`src/rtl/level_priority_interrupt_controller_defines.svh`:
```
// ----------------------------------------------------------------------------
// Level/priority interrupt controller assertion macros
// Shared helpers for the concurrent checks in the controller RTL.
// ----------------------------------------------------------------------------
`ifndef LEVEL_PRIORITY_INTERRUPT_CONTROLLER_DEFINES_SVH
`define LEVEL_PRIORITY_INTERRUPT_CONTROLLER_DEFINES_SVH

// Same-cycle implication, disabled during reset
`define LPIC_ASSERT_SAME(label, ante, cons) \
  label: assert property (@(posedge clk_i) disable iff (!rst_ni) (ante) |-> (cons)) \
    else $error("lpic same-cycle check failed");

// Next-cycle implication, disabled during reset
`define LPIC_ASSERT_NEXT(label, ante, cons) \
  label: assert property (@(posedge clk_i) disable iff (!rst_ni) (ante) |=> (cons)) \
    else $error("lpic next-cycle check failed");

`endif

```
`src/rtl/lpic_pkg.sv`:
```
// ----------------------------------------------------------------------------
// lpic_pkg
// Constants, record types and state codes of the interrupt controller.
// ----------------------------------------------------------------------------
`timescale 1ns / 1ps

package lpic_pkg;

  localparam int SOURCE_COUNT = 64;
  localparam int CTL_BITS     = 4;
  localparam int SRC_W        = $clog2(SOURCE_COUNT);

  localparam logic [12:0] ADDR_CFG      = 13'h000;
  localparam logic [12:0] ADDR_INFO     = 13'h004;
  localparam logic [12:0] ADDR_THRESH   = 13'h00B;
  localparam logic [12:0] ADDR_SRC_BASE = 13'h1000;

  localparam logic [31:0] INFO_WORD = 32'(CTL_BITS) << 21;

  // word modes
  localparam logic [1:0] MODE_READ  = 2'd0;
  localparam logic [1:0] MODE_WRITE = 2'd1;
  localparam logic [1:0] MODE_LINE  = 2'd2;
  localparam logic [1:0] MODE_CLAIM = 2'd3;

  // per-source byte offsets
  localparam logic [1:0] SUB_PEND = 2'd0;
  localparam logic [1:0] SUB_EN   = 2'd1;
  localparam logic [1:0] SUB_ATTR = 2'd2;
  localparam logic [1:0] SUB_CTL  = 2'd3;

  // one memory entry per source
  typedef struct packed {
    logic       pend;
    logic       last;
    logic [7:0] en;
    logic [7:0] attr;
    logic [7:0] ctl;
  } src_rec_t;

  localparam int REC_W = $bits(src_rec_t);

  // running winner of the scan
  typedef struct packed {
    logic             found;
    logic [SRC_W-1:0] id;
    logic             vec;
    logic [7:0]       lvl;
  } arb_res_t;

  typedef enum logic [2:0] {
    ST_CLR,
    ST_IDLE,
    ST_MOD,
    ST_SCAN,
    ST_DRAIN,
    ST_FIN
  } state_e;

endpackage

```
`src/rtl/lpic_ram.sv`:
```
// ----------------------------------------------------------------------------
// lpic_ram
// Single write port, single read port RAM with registered read data.
// ----------------------------------------------------------------------------
`timescale 1ns / 1ps

module lpic_ram #(
  parameter int DEPTH = 64,
  parameter int WIDTH = 26
) (
  input  logic                     clk_i,
  input  logic                     we_i,
  input  logic [$clog2(DEPTH)-1:0] waddr_i,
  input  logic [WIDTH-1:0]         wdata_i,
  input  logic                     re_i,
  input  logic [$clog2(DEPTH)-1:0] raddr_i,
  output logic [WIDTH-1:0]         rdata_o
);

  logic [WIDTH-1:0] mem [DEPTH];

  always_ff @(posedge clk_i) begin
    if (we_i) begin
      mem[waddr_i] <= wdata_i;
    end
  end

  always_ff @(posedge clk_i) begin
    if (re_i) begin
      rdata_o <= mem[raddr_i];
    end
  end

endmodule

```
`src/rtl/lpic_arb.sv`:
```
// ----------------------------------------------------------------------------
// lpic_arb
// Decodes one source record a cycle and keeps the best candidate so far.
// ----------------------------------------------------------------------------
`timescale 1ns / 1ps

module lpic_arb (
  input  logic                           clk_i,
  input  logic                           rst_ni,
  input  logic                           clear_i,
  input  logic                           valid_i,
  input  logic [lpic_pkg::SRC_W-1:0]     id_i,
  input  lpic_pkg::src_rec_t             rec_i,
  input  logic [7:0]                     cfg_i,
  input  logic [7:0]                     thresh_i,
  output lpic_pkg::arb_res_t             res_o
);

  lpic_pkg::arb_res_t res_d, res_q;
  logic [15:0] key_d, key_q;
  logic [3:0]  nbits;
  logic [3:0]  pw;
  logic [8:0]  pmask;
  logic [7:0]  lvl;
  logic [7:0]  prio;
  logic [15:0] key;
  logic        cand;

  // level/priority decode of the record under test
  always_comb begin
    nbits = (cfg_i[4:1] > 4'(lpic_pkg::CTL_BITS)) ? 4'(lpic_pkg::CTL_BITS) : cfg_i[4:1];
    pw    = 4'(lpic_pkg::CTL_BITS) - nbits;
    pmask = (9'd1 << pw) - 9'd1;
    if (nbits == 4'd0) begin
      lvl = 8'hFF;
    end else begin
      lvl = (rec_i.ctl & (8'hFF << (4'd8 - nbits))) | (8'hFF >> nbits);
    end
    prio = (rec_i.ctl >> (8 - lpic_pkg::CTL_BITS)) & pmask[7:0];
    key  = {lvl, prio};
    cand = valid_i && rec_i.pend && rec_i.en[0] && (lvl >= thresh_i);
  end

  // running best: ascending ids, ties go to the later id
  always_comb begin
    res_d = res_q;
    key_d = key_q;
    if (clear_i) begin
      res_d = '0;
      key_d = '0;
    end else if (cand && (!res_q.found || key >= key_q)) begin
      res_d.found = 1'b1;
      res_d.id    = id_i;
      res_d.vec   = rec_i.attr[0];
      res_d.lvl   = lvl;
      key_d       = key;
    end
  end

  always_ff @(posedge clk_i or negedge rst_ni) begin
    if (!rst_ni) begin
      res_q <= '0;
      key_q <= '0;
    end else begin
      res_q <= res_d;
      key_q <= key_d;
    end
  end

  assign res_o = res_q;

endmodule

```
`src/rtl/level_priority_interrupt_controller.sv`:
```
// Flow: a word is taken only in the idle state, so the next word waits until the
// last one is through; the ranking scan reads every source entry through the
// single read port of the state RAM, and a result waiting on out_ready_i holds
// the next word off.
// Reset: rst_ni is asynchronous; after release a clearing pass zeroes every entry
// of the source RAM while in_ready_o stays low.
// ----------------------------------------------------------------------------
// level_priority_interrupt_controller
// Interrupt controller with per-source state in a RAM and a serial ranking scan.
// ----------------------------------------------------------------------------
`timescale 1ns / 1ps
`include "level_priority_interrupt_controller_defines.svh"

module level_priority_interrupt_controller (
  input  logic        clk_i,
  input  logic        rst_ni,
  input  logic        in_valid_i,
  output logic        in_ready_o,
  input  logic [1:0]  mode_i,
  input  logic [12:0] address_i,
  input  logic [7:0]  write_data_i,
  input  logic [5:0]  source_i,
  input  logic        line_level_i,
  output logic        out_valid_o,
  input  logic        out_ready_i,
  output logic [31:0] read_data_o,
  output logic        irq_valid_o,
  output logic [5:0]  irq_id_o,
  output logic        irq_vectored_o,
  output logic [7:0]  irq_level_o
);

  localparam int SW = lpic_pkg::SRC_W;

  lpic_pkg::state_e   state_d, state_q;
  logic [SW-1:0]      cnt_d, cnt_q;
  logic [1:0]         mode_q;
  logic [12:0]        addr_q;
  logic [7:0]         wd_q;
  logic               lvl_q;
  logic               hit_d, hit_q;
  logic [SW-1:0]      idx_d, idx_q;
  logic [7:0]         cfg_d, cfg_q;
  logic [7:0]         thr_d, thr_q;
  logic [31:0]        rd_d, rd_q;
  logic               scan_vld_d, scan_vld_q;
  logic [SW-1:0]      scan_id_q;
  logic               out_vld_d, out_vld_q;
  logic               load_out;
  logic               accept;

  logic               ram_we, ram_re;
  logic [SW-1:0]      ram_waddr, ram_raddr;
  lpic_pkg::src_rec_t ram_wdata, ram_rdata, rec_new;
  lpic_pkg::arb_res_t best;
  logic               arb_clear;
  logic [31:0]        out_rd_q;
  lpic_pkg::arb_res_t out_res_q;

  assign accept = in_valid_i && in_ready_o;

  // source index of the incoming word
  always_comb begin
    hit_d = 1'b0;
    idx_d = '0;
    unique case (mode_i)
      lpic_pkg::MODE_READ, lpic_pkg::MODE_WRITE: begin
        hit_d = (address_i >= lpic_pkg::ADDR_SRC_BASE) &&
                (32'(address_i[11:2]) < lpic_pkg::SOURCE_COUNT);
        idx_d = address_i[2 +: SW];
      end
      lpic_pkg::MODE_LINE, lpic_pkg::MODE_CLAIM: begin
        hit_d = 32'(source_i) < lpic_pkg::SOURCE_COUNT;
        idx_d = source_i[SW-1:0];
      end
      default: ;
    endcase
  end

  // read-modify-write of the addressed entry, plus read data and global registers
  always_comb begin
    rec_new = ram_rdata;
    rd_d    = '0;
    cfg_d   = cfg_q;
    thr_d   = thr_q;
    if (addr_q >= lpic_pkg::ADDR_SRC_BASE) begin
      if (mode_q == lpic_pkg::MODE_READ && hit_q) begin
        unique case (addr_q[1:0])
          lpic_pkg::SUB_PEND: rd_d = 32'(ram_rdata.pend);
          lpic_pkg::SUB_EN:   rd_d = 32'(ram_rdata.en);
          lpic_pkg::SUB_ATTR: rd_d = 32'(ram_rdata.attr);
          default:            rd_d = 32'(ram_rdata.ctl);
        endcase
      end
    end else if (mode_q == lpic_pkg::MODE_READ) begin
      if (addr_q == lpic_pkg::ADDR_CFG)         rd_d = 32'(cfg_q);
      else if (addr_q == lpic_pkg::ADDR_INFO)   rd_d = lpic_pkg::INFO_WORD;
      else if (addr_q == lpic_pkg::ADDR_THRESH) rd_d = 32'(thr_q);
    end else if (mode_q == lpic_pkg::MODE_WRITE) begin
      if (addr_q == lpic_pkg::ADDR_CFG)         cfg_d = wd_q;
      else if (addr_q == lpic_pkg::ADDR_THRESH) thr_d = wd_q;
    end
    unique case (mode_q)
      lpic_pkg::MODE_WRITE: begin
        unique case (addr_q[1:0])
          lpic_pkg::SUB_PEND: if (ram_rdata.attr[1]) rec_new.pend = wd_q[0];
          lpic_pkg::SUB_EN:   rec_new.en = wd_q;
          lpic_pkg::SUB_ATTR: rec_new.attr = wd_q;
          default:            rec_new.ctl = wd_q;
        endcase
      end
      lpic_pkg::MODE_LINE: begin
        if (!ram_rdata.attr[1]) begin
          rec_new.pend = lvl_q;
        end else if (!ram_rdata.attr[2] && !ram_rdata.last && lvl_q) begin
          rec_new.pend = 1'b1;
        end else if (ram_rdata.attr[2] && ram_rdata.last && !lvl_q) begin
          rec_new.pend = 1'b1;
        end
        rec_new.last = lvl_q;
      end
      lpic_pkg::MODE_CLAIM: begin
        if (ram_rdata.attr[1]) rec_new.pend = 1'b0;
      end
      default: ;
    endcase
  end

  // sequencer
  always_comb begin
    state_d    = state_q;
    cnt_d      = cnt_q;
    in_ready_o = 1'b0;
    ram_we     = 1'b0;
    ram_waddr  = cnt_q;
    ram_wdata  = '0;
    ram_re     = 1'b0;
    ram_raddr  = cnt_q;
    scan_vld_d = 1'b0;
    arb_clear  = 1'b0;
    load_out   = 1'b0;
    unique case (state_q)
      lpic_pkg::ST_CLR: begin
        ram_we = 1'b1;
        cnt_d  = cnt_q + 1'b1;
        if (32'(cnt_q) == lpic_pkg::SOURCE_COUNT - 1) begin
          cnt_d   = '0;
          state_d = lpic_pkg::ST_IDLE;
        end
      end
      lpic_pkg::ST_IDLE: begin
        in_ready_o = 1'b1;
        ram_re     = accept;
        ram_raddr  = idx_d;
        if (accept) state_d = lpic_pkg::ST_MOD;
      end
      lpic_pkg::ST_MOD: begin
        ram_we    = hit_q && (mode_q != lpic_pkg::MODE_READ);
        ram_waddr = idx_q;
        ram_wdata = rec_new;
        arb_clear = 1'b1;
        cnt_d     = '0;
        state_d   = lpic_pkg::ST_SCAN;
      end
      lpic_pkg::ST_SCAN: begin
        ram_re     = 1'b1;
        scan_vld_d = 1'b1;
        cnt_d      = cnt_q + 1'b1;
        if (32'(cnt_q) == lpic_pkg::SOURCE_COUNT - 1) begin
          cnt_d   = '0;
          state_d = lpic_pkg::ST_DRAIN;
        end
      end
      lpic_pkg::ST_DRAIN: begin
        state_d = lpic_pkg::ST_FIN;
      end
      lpic_pkg::ST_FIN: begin
        if (!out_vld_q || out_ready_i) begin
          load_out = 1'b1;
          state_d  = lpic_pkg::ST_IDLE;
        end
      end
      default: state_d = lpic_pkg::ST_IDLE;
    endcase
  end

  // output word valid
  always_comb begin
    out_vld_d = out_vld_q;
    if (out_vld_q && out_ready_i) out_vld_d = 1'b0;
    if (load_out) out_vld_d = 1'b1;
  end

  always_ff @(posedge clk_i or negedge rst_ni) begin
    if (!rst_ni) begin
      state_q    <= lpic_pkg::ST_CLR;
      cnt_q      <= '0;
      cfg_q      <= '0;
      thr_q      <= '0;
      scan_vld_q <= 1'b0;
      out_vld_q  <= 1'b0;
    end else begin
      state_q    <= state_d;
      cnt_q      <= cnt_d;
      scan_vld_q <= scan_vld_d;
      out_vld_q  <= out_vld_d;
      if (state_q == lpic_pkg::ST_MOD) begin
        cfg_q <= cfg_d;
        thr_q <= thr_d;
      end
    end
  end

  // word capture and result registers
  always_ff @(posedge clk_i) begin
    scan_id_q <= cnt_q;
    if (accept) begin
      mode_q <= mode_i;
      addr_q <= address_i;
      wd_q   <= write_data_i;
      lvl_q  <= line_level_i;
      hit_q  <= hit_d;
      idx_q  <= idx_d;
    end
    if (state_q == lpic_pkg::ST_MOD) rd_q <= rd_d;
    if (load_out) begin
      out_rd_q  <= rd_q;
      out_res_q <= best;
    end
  end

  lpic_ram #(
    .DEPTH (lpic_pkg::SOURCE_COUNT),
    .WIDTH (lpic_pkg::REC_W)
  ) u_ram (
    .clk_i   (clk_i),
    .we_i    (ram_we),
    .waddr_i (ram_waddr),
    .wdata_i (ram_wdata),
    .re_i    (ram_re),
    .raddr_i (ram_raddr),
    .rdata_o (ram_rdata)
  );

  lpic_arb u_arb (
    .clk_i    (clk_i),
    .rst_ni   (rst_ni),
    .clear_i  (arb_clear),
    .valid_i  (scan_vld_q),
    .id_i     (scan_id_q),
    .rec_i    (ram_rdata),
    .cfg_i    (cfg_q),
    .thresh_i (thr_q),
    .res_o    (best)
  );

  assign out_valid_o    = out_vld_q;
  assign read_data_o    = out_rd_q;
  assign irq_valid_o    = out_res_q.found;
  assign irq_id_o       = 6'(out_res_q.id);
  assign irq_vectored_o = out_res_q.vec;
  assign irq_level_o    = out_res_q.lvl;

  `LPIC_ASSERT_SAME(a_clr_blocks_in, state_q == lpic_pkg::ST_CLR, !in_ready_o)
  `LPIC_ASSERT_SAME(a_we_phase, ram_we, state_q == lpic_pkg::ST_CLR || state_q == lpic_pkg::ST_MOD)
  `LPIC_ASSERT_NEXT(a_accept_to_mod, accept, state_q == lpic_pkg::ST_MOD)
  `LPIC_ASSERT_SAME(a_no_irq_zero, out_valid_o && !irq_valid_o, irq_id_o == 6'd0 && irq_level_o == 8'd0 && !irq_vectored_o)

endmodule

```
`config.mk`:
```
export PLATFORM = sky130hd
export DESIGN_NAME = level_priority_interrupt_controller
export DESIGN_NICKNAME = d
export VERILOG_FILES = /design/src/rtl/lpic_pkg.sv /design/src/rtl/lpic_ram.sv /design/src/rtl/lpic_arb.sv /design/src/rtl/level_priority_interrupt_controller.sv
export VERILOG_INCLUDE_DIRS = /design/src /design/src/rtl
export SDC_FILE = /design/constraint.sdc
export NUM_CORES = 2
export LEC_CHECK = 0
export ABC_CLOCK_PERIOD_IN_PS = 9800
export BUFFER_PORTS_ARGS = -buffer_cell sky130_fd_sc_hd__buf_2
export CELL_PAD_IN_SITES_DETAIL_PLACEMENT = 1
export CELL_PAD_IN_SITES_GLOBAL_PLACEMENT = 1
export CORE_ASPECT_RATIO = 0.8
export CORE_UTILIZATION = 50
export DETAILED_ROUTE_END_ITERATION = 10
export PLACE_DENSITY = 0.82
export REMOVE_ABC_BUFFERS = 1
export SLEW_MARGIN = 20
export SYNTH_ARGS = -nofsm -noshare
export SYNTH_HDL_FRONTEND = slang
export SYNTH_HIERARCHICAL = 1
export SYNTH_SLANG_ARGS = --single-unit
```
`constraint.sdc`:
```
create_clock -name clk_i -period 9.8 [get_ports clk_i]
set_input_delay 1.47 -clock clk_i [delete_from_list [all_inputs] [get_ports clk_i]]
set_output_delay 1.47 -clock clk_i [all_outputs]
set_load 0.01 [all_outputs]
```
==> flow_summary.ini <==
[outcome]
outcome = finished clean

[logic_synthesis]
synth_seq_cells = 1808
synth_top_cells_by_count = edfxtp_1, mux4_2, mux2i_1
yosysTopAreaCellShare_pct = 74.3
syn_inst = 3438
synthMostInstantiatedCell = edfxtp_1
synthDistinctLibCells = 70
ys_warn_count = 6
avgSynthCellArea_sq_um = 20.6
syn_area_sq_mm = 0.0709
ys.flop_type = edfxtp_1
ys_async_sr_fraction_pct = 2.60
seq_area_frac_synth_pct = 76.1
synth-edff-count = 1755
synth_top_area_cell = edfxtp_1
yosys-top-cells-area = edfxtp_1, mux4_2, mux2i_1

[critical_path]
path_cells = nand2b_1 > nor2_1 > mux2_8 > buf_4 > mux4_2 > mux2i_1 > nor2_1 > a31oi_1 > a211oi_1
cpMostUsedCell = nor2_1
cp-end-kind = flop
critPathSlowestCell = mux2_8
cp.arrival_ns = 6.08
critPathKind = reg2reg
startpoint = state_q[0]
required_ns = 10.30
worstPathMaxFanout = 72
r2r_start = state_q[0]
slowest_delay_ns = 0.88
cp-start-kind = flop

[routing]
drc = 0
vias = 37430
wl_per_cell_um = 36.9
drt-initial-drc-count = 6308
drtPass1Iterations = 5
via_per_inst = 6.70
antenna_left = 0
wl_um = 206000

[sta]
drv_slew = 0
final.setup.tns_ns = 0
min_period_ns = 5.58
clock_skew_ns = 0.0525
worstMarginPinSlew_ns = 1.38
clock.fmax_ghz = 0.179
setup_viol = 0
hold_viol = 0
slew_headroom_pct = 6.89
post-route-period-util_pct = 56.9
rsz0062_at_grt = false

[cells_and_area]
seqCellArea_sq_mm = 0.0540
nets = 3638
drive_gt1_share_pct = 24.7
fillers = 12026
post-route-util_pct = 56.7
syn_to_final_growth_pct = 12.4
multi_input_area_sq_mm = 0.0164

[die]
std_cell_rows = 123
ioPinCount = 84
fp.dieH_um = 339
initial_utilization_pct = 50.4
fp.dieW_um = 423
core_sq_mm = 0.141
die_area_sq_mm = 0.143

[grt]
grt_pass1_vias = 38314
grt_pass1_wl_um = 287000
grt_max_degree = 119
antenna_found_initial = 14
grtUsageTotal_pct = 28.5
overflow = 0

[hold_path]
hp-class = reg2reg
hp-start = rd_q[0]

[cts]
clock_sinks = 1808
postCtsResizedCells = 0
cts_tree = done
cts_buffers = 170
cts-htree-levels = 4
worstSkewPairLatency_ns = 0.83
ctsHoldBuffers = 0
cts-root-buf = clkbuf_16
cts_setup_buffers = 0
clk_pin_slew_ns = 0.06
cts_buffer_depth = 3

[power]
p_per_area_mw_per_mm2 = 297
total_power_w = 0.0237
p_leak_nw = 26.1
max-vdd-ir-drop_mv = 0.467

[place]
port_buffers = 60
place_hpwl_um = 117000
gp_congestion = 0.857

[run]
max_cap_viol_count = 0
[path summary, 6_finish.rpt]
check / to / slack (ns) / cells after the start
max in group asynchronous: u_arb/res_o[12] / 8.56 / 2
min in group asynchronous: u_arb/res_o[0] / 0.78 / 2
min reg2reg: read_data_o[0] / 0.43 / 0
max: u_ram/rdata_o[20] / 4.22 / 9
min: read_data_o[0] / 0.43 / 0
max reg2reg: u_ram/rdata_o[20] / 4.22 / 9
[cell usage in the layout (no fill, tap or decap), types with 15 or more instances in the layout]
cell type	instances
nand2_1	91
a22oi_1	100
nor2_1	41
clkbuf_1	28
nand2b_1	35
dfrtp_1	47
nor2_4	35
mux4_2	363
buf_4	75
edfxtp_1	1755
mux2_2	26
o31ai_1	18
o21ai_0	45
ha_1	30
clkbuf_16	174
clkinv_2	25
nand3_1	15
buf_2	60
o22ai_1	67
and3_1	20
clkinv_1	42
inv_1	31
nor2_2	30
a31oi_1	42
a21oi_4	24
a21o_1	18
mux2i_1	242
conb_1	27
bufinv_16	17
[layout make-up]
type	instances	share of cell area [%]
antenna	2	0.00628
clock buffer	202	5.59
clock inverter	105	1.26
inverter	32	0.154
multi-input combinational	1402	20.5
sequential	1808	67.7
tap	1875	2.94
timing repair buffer	160	1.83
[metal layers]
| layer | share of wire, % | GRT usage, % | vias up |
|---|---|---|---|
| met4 | 4.3 | 11.4 | 18 |
| met3 | 13 | 7.78 | 480 |
| met5 | 0.063 | 0 | - |
| met1 | 37 | 39.8 | 19645 |
| met2 | 46 | 42.7 | 2861 |
| li1 | - | - | 14426 |
[worst max-delay path: cells and delay by family, from the launching register on]
kind                   cells  cell delay, ns
muxes                      3            1.86
and+or+nand+nor            3            1.04
buffers and inverters      1            0.86
AOI/OAI and AO/OA          2            0.70
DFF                        1            0.65
[registers in the layout (all words and copies together), names as in the netlist, 9 cells and up]
signal / count
addr_q: 13
rd_q: 9
read_data_o: 9
u_arb/res_o: 15
u_ram/mem: 1664
u_ram/rdata_o: 26
[kinds of logic after synthesis]
group | Yosys count | synth area share, %
AOI/OAI and AO/OA | 360 | 3.40
xor gates and xnor gates | 1 | 0.0123
adders and majority gates | 30 | 0.529
buffers and inverters | 252 | 1.94
DFF | 1808 | 76.1
muxes | 643 | 15.6
other | 3 | 0.0159
and+or+nand+nor | 341 | 2.40
[where the power goes]
group,internal [W],leakage (nW),switching (W),total (W)
registers,0.00902,16.9,0.000332,0.00935
logic,0.00283,6.55,0.00491,0.00774
clock network,0.00370,2.66,0.00292,0.00662
[metrics by stage]
stage	hold slack [ns]	instances	cell area, sq um	setup WS, ns
after global routing	0.434	5584	79700	3.93
after global placement	0.406	5258	73800	4.11
after floorplan	0.400	3242	69800	-4.36
final	0.426	5586	79800	4.22
after CTS	0.423	5569	79400	4.24
after detailed placement	0.409	5262	73900	4.02
No activity file was read; power rests on OpenSTA's default activity.
